File: config.mk
export PLATFORM = sky130hd
export DESIGN_NAME = pixel_stream_decimator_core
export DESIGN_NICKNAME = d
export VERILOG_FILES = /design/src/rtl/core/psd_pkg.sv /design/src/rtl/core/psd_front.sv /design/src/rtl/core/psd_queue.sv /design/src/rtl/core/psd_back.sv /design/src/rtl/core/pixel_stream_decimator_core.sv
export SDC_FILE = /design/constraint.sdc
export NUM_CORES = 1
export LEC_CHECK = 0
export BUFFER_PORTS_ARGS = -buffer_cell sky130_fd_sc_hd__buf_2
export CORE_AREA = 2 2 236 238
export CTS_CLUSTER_SIZE = 8
export DETAILED_ROUTE_END_ITERATION = 8
export DIE_AREA = 0 0 238 240
export GPL_ROUTABILITY_DRIVEN = 0
export PLACE_DENSITY_LB_ADDON = 0.1
export SYNTH_ARGS = -nofsm -noshare
export SYNTH_HDL_FRONTEND = slang
export SYNTH_HIERARCHICAL = 1
export SYNTH_SLANG_ARGS = --single-unit
export TNS_END_PERCENT = 20
File: constraint.sdc
create_clock -name clock -period 8.77 [get_ports clock]
set_input_delay 0.4385 -clock clock [delete_from_list [all_inputs] [get_ports clock]]
set_output_delay 0.4385 -clock clock [all_outputs]
set_load 0.1 [all_outputs]
File: src/rtl/core/psd_pkg.sv
// ----------------------------------------------------------------------------
// psd_pkg
// Shared types, constants and helpers of the pixel stream decimator.
// ----------------------------------------------------------------------------
package psd_pkg;

   localparam int MAX_WIDTH       = 4096;
   localparam int BYTES_PER_PIXEL = 3;

   localparam int PIX_W   = 24;
   localparam int LIM_W   = 13;
   localparam int CNT_W   = 12;
   localparam int INDEX_W = 2;

   localparam logic [PIX_W-1:0] PIX_MASK =
      (BYTES_PER_PIXEL * 8 >= PIX_W) ? {PIX_W{1'b1}} :
      PIX_W'((64'd1 << (BYTES_PER_PIXEL * 8)) - 64'd1);

   localparam logic [LIM_W-1:0] MAX_LIMIT = LIM_W'(MAX_WIDTH);

   localparam int QUEUE_DEPTH = 4;
   localparam int QUEUE_PTR_W = $clog2(QUEUE_DEPTH);
   localparam int QUEUE_CNT_W = $clog2(QUEUE_DEPTH + 1);

   typedef enum logic [INDEX_W-1:0] {
      CSR_IN_WIDTH      = 2'd0,
      CSR_OUT_WIDTH     = 2'd1,
      CSR_STEP          = 2'd2,
      CSR_KEPT_PER_LINE = 2'd3
   } csr_index_type;

   typedef struct packed {
      logic [LIM_W-1:0] in_width;
      logic [LIM_W-1:0] out_width;
      logic [LIM_W-1:0] step;
      logic [LIM_W-1:0] kept_per_line;
   } cfg_type;

   typedef struct packed {
      logic             has_kept;
      logic             has_pad;
      logic [PIX_W-1:0] pixel;
      logic             kept_end;
      logic [LIM_W-1:0] pad_run;
   } entry_type;

   // saturate at the maximum width, optionally forcing zero up to one
   function automatic logic [LIM_W-1:0] clamp_limit(input logic [LIM_W-1:0] v,
                                                    input logic floor_one);
      logic [LIM_W-1:0] r;
      r = (v > MAX_LIMIT) ? MAX_LIMIT : v;
      if (floor_one && (r == '0)) begin
         r = LIM_W'(1);
      end
      return r;
   endfunction

endpackage

File: src/rtl/core/psd_front.sv
// ----------------------------------------------------------------------------
// psd_front
// Tracks row and column position and classifies each input pixel into
// a kept pixel, a padding run, both or nothing.
// ----------------------------------------------------------------------------
module psd_front (
   input  logic                          clock,
   input  logic                          reset,
   input  psd_pkg::cfg_type              cfg,
   input  logic                          accept,
   input  logic [psd_pkg::PIX_W-1:0]     pixel,
   output logic                          push,
   output psd_pkg::entry_type            entry
);

   logic [psd_pkg::CNT_W-1:0] column_count_ff, column_count_in;
   logic [psd_pkg::CNT_W-1:0] column_phase_ff, column_phase_in;
   logic [psd_pkg::CNT_W-1:0] row_phase_ff, row_phase_in;
   logic [psd_pkg::LIM_W-1:0] kept_count_ff, kept_count_in;

   logic [psd_pkg::LIM_W-1:0] iw, ow, st, kp_raw, kp;
   logic [psd_pkg::LIM_W-1:0] col_next, cph_next, rph_next;
   logic [psd_pkg::LIM_W:0]   kept_plus;
   logic [psd_pkg::LIM_W-1:0] kept_after;
   logic                      row_kept, row_end, keep, pad;

   always_comb begin
      iw     = psd_pkg::clamp_limit(cfg.in_width, 1'b1);
      ow     = psd_pkg::clamp_limit(cfg.out_width, 1'b1);
      st     = psd_pkg::clamp_limit(cfg.step, 1'b1);
      kp_raw = psd_pkg::clamp_limit(cfg.kept_per_line, 1'b0);
      kp     = (kp_raw > ow) ? ow : kp_raw;

      col_next = {1'b0, column_count_ff} + psd_pkg::LIM_W'(1);
      cph_next = {1'b0, column_phase_ff} + psd_pkg::LIM_W'(1);
      rph_next = {1'b0, row_phase_ff} + psd_pkg::LIM_W'(1);

      row_kept = (row_phase_ff == '0);
      row_end  = (col_next >= iw);
      keep     = row_kept && (column_phase_ff == '0) && (kept_count_ff < kp);

      kept_plus  = {1'b0, kept_count_ff} + (psd_pkg::LIM_W + 1)'(1);
      kept_after = keep ? kept_plus[psd_pkg::LIM_W-1:0] : kept_count_ff;
      pad        = row_end && row_kept && (kept_after < ow);

      entry.has_kept = keep;
      entry.has_pad  = pad;
      entry.pixel    = pixel & psd_pkg::PIX_MASK;
      entry.kept_end = (kept_plus >= {1'b0, ow});
      entry.pad_run  = ow - kept_after;

      push = accept && (keep || pad);
   end

   always_comb begin
      column_count_in = column_count_ff;
      column_phase_in = column_phase_ff;
      row_phase_in    = row_phase_ff;
      kept_count_in   = kept_count_ff;
      if (accept) begin
         if (row_end) begin
            column_count_in = '0;
            column_phase_in = '0;
            kept_count_in   = '0;
            row_phase_in    = (rph_next >= st) ? '0 : rph_next[psd_pkg::CNT_W-1:0];
         end else begin
            column_count_in = col_next[psd_pkg::CNT_W-1:0];
            column_phase_in = (cph_next >= st) ? '0 : cph_next[psd_pkg::CNT_W-1:0];
            kept_count_in   = kept_after;
         end
      end
   end

   always_ff @(posedge clock) begin
      if (reset) begin
         column_count_ff <= '0;
         column_phase_ff <= '0;
         row_phase_ff    <= '0;
         kept_count_ff   <= '0;
      end else begin
         column_count_ff <= column_count_in;
         column_phase_ff <= column_phase_in;
         row_phase_ff    <= row_phase_in;
         kept_count_ff   <= kept_count_in;
      end
   end

endmodule

File: src/rtl/core/psd_queue.sv
// ----------------------------------------------------------------------------
// psd_queue
// Short register queue between the classifier and the result stage.
// ----------------------------------------------------------------------------
module psd_queue (
   input  logic               clock,
   input  logic               reset,
   input  logic               push,
   input  psd_pkg::entry_type push_entry,
   input  logic               pop,
   output psd_pkg::entry_type head,
   output logic               empty,
   output logic               full
);

   psd_pkg::entry_type entries_ff [psd_pkg::QUEUE_DEPTH];

   logic [psd_pkg::QUEUE_PTR_W-1:0] wr_ptr_ff, wr_ptr_in;
   logic [psd_pkg::QUEUE_PTR_W-1:0] rd_ptr_ff, rd_ptr_in;
   logic [psd_pkg::QUEUE_CNT_W-1:0] count_ff, count_in;
   logic                            do_push, do_pop;

   always_comb begin
      empty   = (count_ff == '0);
      full    = (count_ff == psd_pkg::QUEUE_CNT_W'(psd_pkg::QUEUE_DEPTH));
      do_push = push && !full;
      do_pop  = pop && !empty;
      head    = entries_ff[rd_ptr_ff];

      wr_ptr_in = do_push ? wr_ptr_ff + psd_pkg::QUEUE_PTR_W'(1) : wr_ptr_ff;
      rd_ptr_in = do_pop ? rd_ptr_ff + psd_pkg::QUEUE_PTR_W'(1) : rd_ptr_ff;
      count_in  = count_ff;
      if (do_push && !do_pop) begin
         count_in = count_ff + psd_pkg::QUEUE_CNT_W'(1);
      end else if (do_pop && !do_push) begin
         count_in = count_ff - psd_pkg::QUEUE_CNT_W'(1);
      end
   end

   always_ff @(posedge clock) begin
      if (reset) begin
         wr_ptr_ff <= '0;
         rd_ptr_ff <= '0;
         count_ff  <= '0;
      end else begin
         wr_ptr_ff <= wr_ptr_in;
         rd_ptr_ff <= rd_ptr_in;
         count_ff  <= count_in;
      end
   end

   always_ff @(posedge clock) begin
      if (do_push) begin
         entries_ff[wr_ptr_ff] <= push_entry;
      end
   end

endmodule

File: src/rtl/core/psd_back.sv
// ----------------------------------------------------------------------------
// psd_back
// Turns queued entries into result items: the kept pixel first, then the
// padding run, through an output register.
// ----------------------------------------------------------------------------
module psd_back (
   input  logic                          clock,
   input  logic                          reset,
   input  psd_pkg::entry_type            head,
   input  logic                          empty,
   output logic                          pop,
   output logic                          rsp_valid,
   input  logic                          rsp_stall,
   output logic [psd_pkg::PIX_W-1:0]     rsp_pixel_out,
   output logic [psd_pkg::LIM_W-1:0]     rsp_run_length,
   output logic                          rsp_line_end
);

   logic                      valid_ff, valid_in;
   logic                      second_ff, second_in;
   logic [psd_pkg::PIX_W-1:0] pixel_ff, pixel_in;
   logic [psd_pkg::LIM_W-1:0] run_ff, run_in;
   logic                      end_ff, end_in;
   logic                      load, emit, take_kept;

   always_comb begin
      load      = !valid_ff || !rsp_stall;
      emit      = load && !empty;
      take_kept = head.has_kept && !second_ff;
      // hold the entry when its padding run still has to follow
      pop       = emit && !(take_kept && head.has_pad);

      second_in = emit ? (take_kept && head.has_pad) : second_ff;
      valid_in  = emit ? 1'b1 : (load ? 1'b0 : valid_ff);

      pixel_in = pixel_ff;
      run_in   = run_ff;
      end_in   = end_ff;
      if (emit) begin
         if (take_kept) begin
            pixel_in = head.pixel;
            run_in   = psd_pkg::LIM_W'(1);
            end_in   = head.kept_end;
         end else begin
            pixel_in = '0;
            run_in   = head.pad_run;
            end_in   = 1'b1;
         end
      end
   end

   always_ff @(posedge clock) begin
      if (reset) begin
         valid_ff  <= 1'b0;
         second_ff <= 1'b0;
      end else begin
         valid_ff  <= valid_in;
         second_ff <= second_in;
      end
   end

   always_ff @(posedge clock) begin
      pixel_ff <= pixel_in;
      run_ff   <= run_in;
      end_ff   <= end_in;
   end

   assign rsp_valid      = valid_ff;
   assign rsp_pixel_out  = pixel_ff;
   assign rsp_run_length = run_ff;
   assign rsp_line_end   = end_ff;

endmodule

File: src/rtl/core/pixel_stream_decimator_core.sv
// ----------------------------------------------------------------------------
// pixel_stream_decimator_core
// Nearest-neighbor decimation of a raster pixel stream by an integer step.
// ----------------------------------------------------------------------------
// Input pixels arrive in row order on the req_ channel, one per accepted
// item. Each kept pixel leaves on the rsp_ channel with run length one; when
// a kept row ends short of out_width, one zero-valued padding run fills the
// output line to out_width, and the last result of a line carries line_end.
// Registers are written over the csr_ port; the user must write them only
// while the stream is idle, which the block itself does not enforce.
// Throughput: one input item per clock while the queue has room. An input
// that closes a kept row and also keeps a pixel gives two results, which
// leave one after the other; the four-entry queue absorbs such pairs now and
// then, and a steady run of them holds the input back through req_stall.
// A result is written to the queue at the edge that accepts its input, then
// to the output register; a padding run follows the kept pixel of its input.
// Reset clears the row and column counters, the queue and the output valid
// flag, and loads the registers with in_width 512, out_width 512,
// step 1 and kept_per_line 512.
// While rsp_stall is high the result holds; the queue fills and req_stall
// rises once it is full.
// ----------------------------------------------------------------------------
module pixel_stream_decimator_core (
   input  logic                            clock,
   input  logic                            reset,
   input  logic                            csr_write_enable,
   input  logic [psd_pkg::INDEX_W-1:0]     csr_index,
   input  logic [psd_pkg::LIM_W-1:0]       csr_wdata,
   input  logic                            req_valid,
   output logic                            req_stall,
   input  logic [psd_pkg::PIX_W-1:0]       req_pixel,
   output logic                            rsp_valid,
   input  logic                            rsp_stall,
   output logic [psd_pkg::PIX_W-1:0]       rsp_pixel_out,
   output logic [psd_pkg::LIM_W-1:0]       rsp_run_length,
   output logic                            rsp_line_end
);

   psd_pkg::cfg_type   cfg_ff, cfg_in;
   psd_pkg::entry_type push_entry, head;
   logic               accept, push, pop, empty, full;

   always_comb begin
      cfg_in = cfg_ff;
      if (csr_write_enable) begin
         case (psd_pkg::csr_index_type'(csr_index))
            psd_pkg::CSR_IN_WIDTH:      cfg_in.in_width      = csr_wdata;
            psd_pkg::CSR_OUT_WIDTH:     cfg_in.out_width     = csr_wdata;
            psd_pkg::CSR_STEP:          cfg_in.step          = csr_wdata;
            psd_pkg::CSR_KEPT_PER_LINE: cfg_in.kept_per_line = csr_wdata;
            default:                    cfg_in = cfg_ff;
         endcase
      end
   end

   always_ff @(posedge clock) begin
      if (reset) begin
         cfg_ff.in_width      <= psd_pkg::LIM_W'(512);
         cfg_ff.out_width     <= psd_pkg::LIM_W'(512);
         cfg_ff.step          <= psd_pkg::LIM_W'(1);
         cfg_ff.kept_per_line <= psd_pkg::LIM_W'(512);
      end else begin
         cfg_ff <= cfg_in;
      end
   end

   assign req_stall = full;
   assign accept    = req_valid && !full;

   psd_front u_front (
      .clock  (clock),
      .reset  (reset),
      .cfg    (cfg_ff),
      .accept (accept),
      .pixel  (req_pixel),
      .push   (push),
      .entry  (push_entry)
   );

   psd_queue u_queue (
      .clock      (clock),
      .reset      (reset),
      .push       (push),
      .push_entry (push_entry),
      .pop        (pop),
      .head       (head),
      .empty      (empty),
      .full       (full)
   );

   psd_back u_back (
      .clock          (clock),
      .reset          (reset),
      .head           (head),
      .empty          (empty),
      .pop            (pop),
      .rsp_valid      (rsp_valid),
      .rsp_stall      (rsp_stall),
      .rsp_pixel_out  (rsp_pixel_out),
      .rsp_run_length (rsp_run_length),
      .rsp_line_end   (rsp_line_end)
   );

endmodule

==> results.toml <==
[run_status]
outcome = "completed"

[cts]
ctsResizeCount = 0
cts_tree = "built"
cts.sinks = 310
cts_made_buffers = 46
postCtsHoldBufs = 0
cts.path.max_buffers = 3
clockRootBuffer = "clkbuf_16"
clk_latency_ps = 580
cts_setup_buffers = 0
path_clk_slew_ps = 50
htree_levels = 2

[setup_path]
cpMostUsedCell = "a21oi_1"
crit_path_top_delay_cell = "o41ai_4"
start_kind = "register"
cpPeakStageDelay_ps = 510
arrival_ps = 8490
crit_type = "register to register"
crit_required_ps = 9270
cp_max_fo = 34
setup.worst_path.end_class = "register"

[floorplanning]
pin_count = 84
rows = 86
dieArea_um2 = 57120
die_y_um = 240
core_um2 = 54660
fp.dieW_um = 238
initial_core_util_pct = 29.72

[route]
avgRoutedWirePerCell_um = 18.88
ant_nets = 0
vias = 10460
drt_iter0_markers = 516
dr.pass1.iters = 4
vias_per_cell = 4.843
routed_wl_um = 40770
drc_errors = 0

[yosys]
ys_types = 78
yosysSeqAreaShare_pct = 50.40
yosysTopAreaCell = "edfxtp_1"
ys.warnings.count = 6
synth-edff-count = 198
synthArstFlopShare_pct = 0
synth.net_count = 1529
yosys-top-cells-count = "edfxtp_1, dfxtp_1, ha_1"
yosysMostFrequentCell = "edfxtp_1"
ys.flop_type = "edfxtp_1"
avgSynthCellArea_um2 = 11.76
yosysTopAreaCellShare_pct = 36.60
synthTopCellsByArea = "edfxtp_1, dfxtp_1, ha_1"
syn_area_um2 = 16250
synthCells = 1382
yosys_register_bits = 310

[cells_and_area]
fin_nets = 1571
fillers = 5493
multi_input_area_um2 = 7325
diodes = 0
drive_above_1_share_pct = 15.26
regArea_um2 = 8190
syn_to_final_growth_pct = 14.05
layoutNonFillerInstCount = 2159

[timing]
setup_slack_ps = 787.9
setup_tns_ps = 0
grt_setup_unrepaired = "false"
fin_hold_ws_ps = 74.41
fin_crit_ps = 7982
slew_headroom_pct = 28.18
fin_skew_ps = 31.42
slew_viol_final = 0
fmax_mhz = 125.3
tightest_slew_ps = 1068
fin_crit_sh_pct = 91.02
setup_viol_count_final = 0
hold_viol = 0

[pwr]
p_leak_nw = 7.187
power_density_nw_per_um2 = 299.1
peakVddDrop_mv = 0.2156

[global_routing]
grt_pass1_wl_um = 63670
grt_pass1_vias = 10790
antenna_found_initial = 0
grt_overflow = 0
grt_max_degree = 93
gr-usage-all-layers_pct = 14.44

[placed_design]
dp_hpwl_um = 27510
io_buffers = 83
place_ws_ps = 364.1
placed_cells = 2080

[worst_hold_path]
min_path_type = "input port to register"

[job]
cap_viol_max_count = 0
registers in the layout, summed over array words and instances (netlist names), named ones only:
name	cells
u_queue/entries_ff	160
u_queue/wr_ptr_ff	2
u_front/column_phase_ff	12
u_back/second_ff	1
u_back/rsp_line_end	1
u_front/kept_count_ff	13
u_back/rsp_run_length	13
u_back/rsp_pixel_out	24
u_front/column_count_ff	12
u_front/row_phase_ff	12
u_back/rsp_valid	1
u_queue/count_ff	3
u_queue/rd_ptr_ff	2
cfg_ff	52
cell usage in the layout (no fill, tap or decap), drive strengths merged, types with 5 or more instances in the layout:
| cell type | synthesis | final |
|---|---|---|
| mux2i | 69 | 69 |
| ha | 101 | 101 |
| nand2 | 85 | 85 |
| xor2 | 44 | 44 |
| a41oi | 5 | 5 |
| nand2b | 70 | 70 |
| inv | 38 | 40 |
| o21ai | 46 | 46 |
| a21o | 17 | 17 |
| nor2b | 40 | 40 |
| nand4 | 16 | 16 |
| mux4 | 40 | 40 |
| a22oi | 6 | 6 |
| clkbuf | 52 | 74 |
| and2 | 31 | 31 |
| nand3 | 41 | 41 |
| and3 | 34 | 34 |
| a32o | 9 | 9 |
| nor3b | 18 | 18 |
| dfxtp | 112 | 112 |
| a21oi | 46 | 46 |
| buf | 55 | 101 |
| edfxtp | 198 | 198 |
| nand3b | 9 | 9 |
| a31oi | 10 | 10 |
| o311ai | 7 | 7 |
| o211ai | 9 | 9 |
| or3 | 6 | 6 |
| nor2 | 57 | 57 |
| nor3 | 19 | 19 |
| nor4b | 5 | 5 |
| nor4 | 13 | 13 |
| xnor2 | 21 | 21 |
logic make-up after synthesis:
group | after synthesis | share of synthesized area [%]
AO/OA/AOI/OAI | 189 | 7.794
XOR/XNOR | 65 | 3.504
adder cells (fa/ha/maj) | 103 | 8.025
buffers and inverters | 146 | 4.821
flip-flops | 310 | 50.40
multiplexers | 109 | 9.796
AND/OR/NAND/NOR | 460 | 15.66
critical path: cells and delay by family (launching register included):
kind,cells,cell delay (ps)
compound gates,13,2440
xor+xnor,2,320
fa+ha+maj,5,1580
buf+inv,5,1080
flops,1,350
mux,1,250
simple gates,8,1890
worst paths after layout:
kind                            from                                  end  slack, ps  cells past startpoint
min                    req_pixel[19]  u_queue/entries_ff[2][33]$_DFFE_PP_         70                      1
max          cfg_ff[38]$_SDFFE_PP0P_     u_queue/count_ff[2]$_SDFFE_PP0P_        790                     34
max reg2reg  cfg_ff[38]$_SDFFE_PP0P_     u_queue/count_ff[2]$_SDFFE_PP0P_        790                     34
min reg2reg   cfg_ff[2]$_SDFFE_PP0P_               cfg_ff[2]$_SDFFE_PP0P_        480                      2
area by class of cell:
type	count	share of cell area, %
Multi-Input combinational cell	926	39.53
Tap cell	704	4.754
Clock inverter	5	0.5132
Sequential cell	310	44.20
Timing Repair Buffer	101	3.275
Clock buffer	74	6.941
Inverter	39	0.7900
power by group:
group | leakage [nW] | total (mW) | switching [mW] | internal, mW
logic | 3.78 | 1.85 | 1.33 | 0.518
registers | 2.74 | 2.00 | 0.0859 | 1.91
clock network | 0.663 | 1.70 | 0.665 | 1.03
metrics by stage:
stage	power [mW]	utilization, %	instance area (um^2)
6_report	5.543	33.90	18530
5_1_grt	5.844	33.90	18530
4_1_cts	5.655	33.86	18510
3_5_place_dp	3.917	31.33	17130
3_3_place_gp	3.908	31.33	17130
2_1_floorplan	3.556	-	16250
per-layer routing:
metal | routed length, um | part of all wire (%) | vias to the layer above | global-route usage, %
li1 | - | - | 5166 | -
met1 | 19020 | 47 | 5030 | 18.78
met2 | 18770 | 46 | 196 | 23.90
met3 | 1570 | 3.9 | 65 | 2.377
met4 | 1408 | 3.5 | 0 | 6.004
met5 | 0 | 0 | - | 0
No activity file was read; power rests on OpenSTA's default activity.
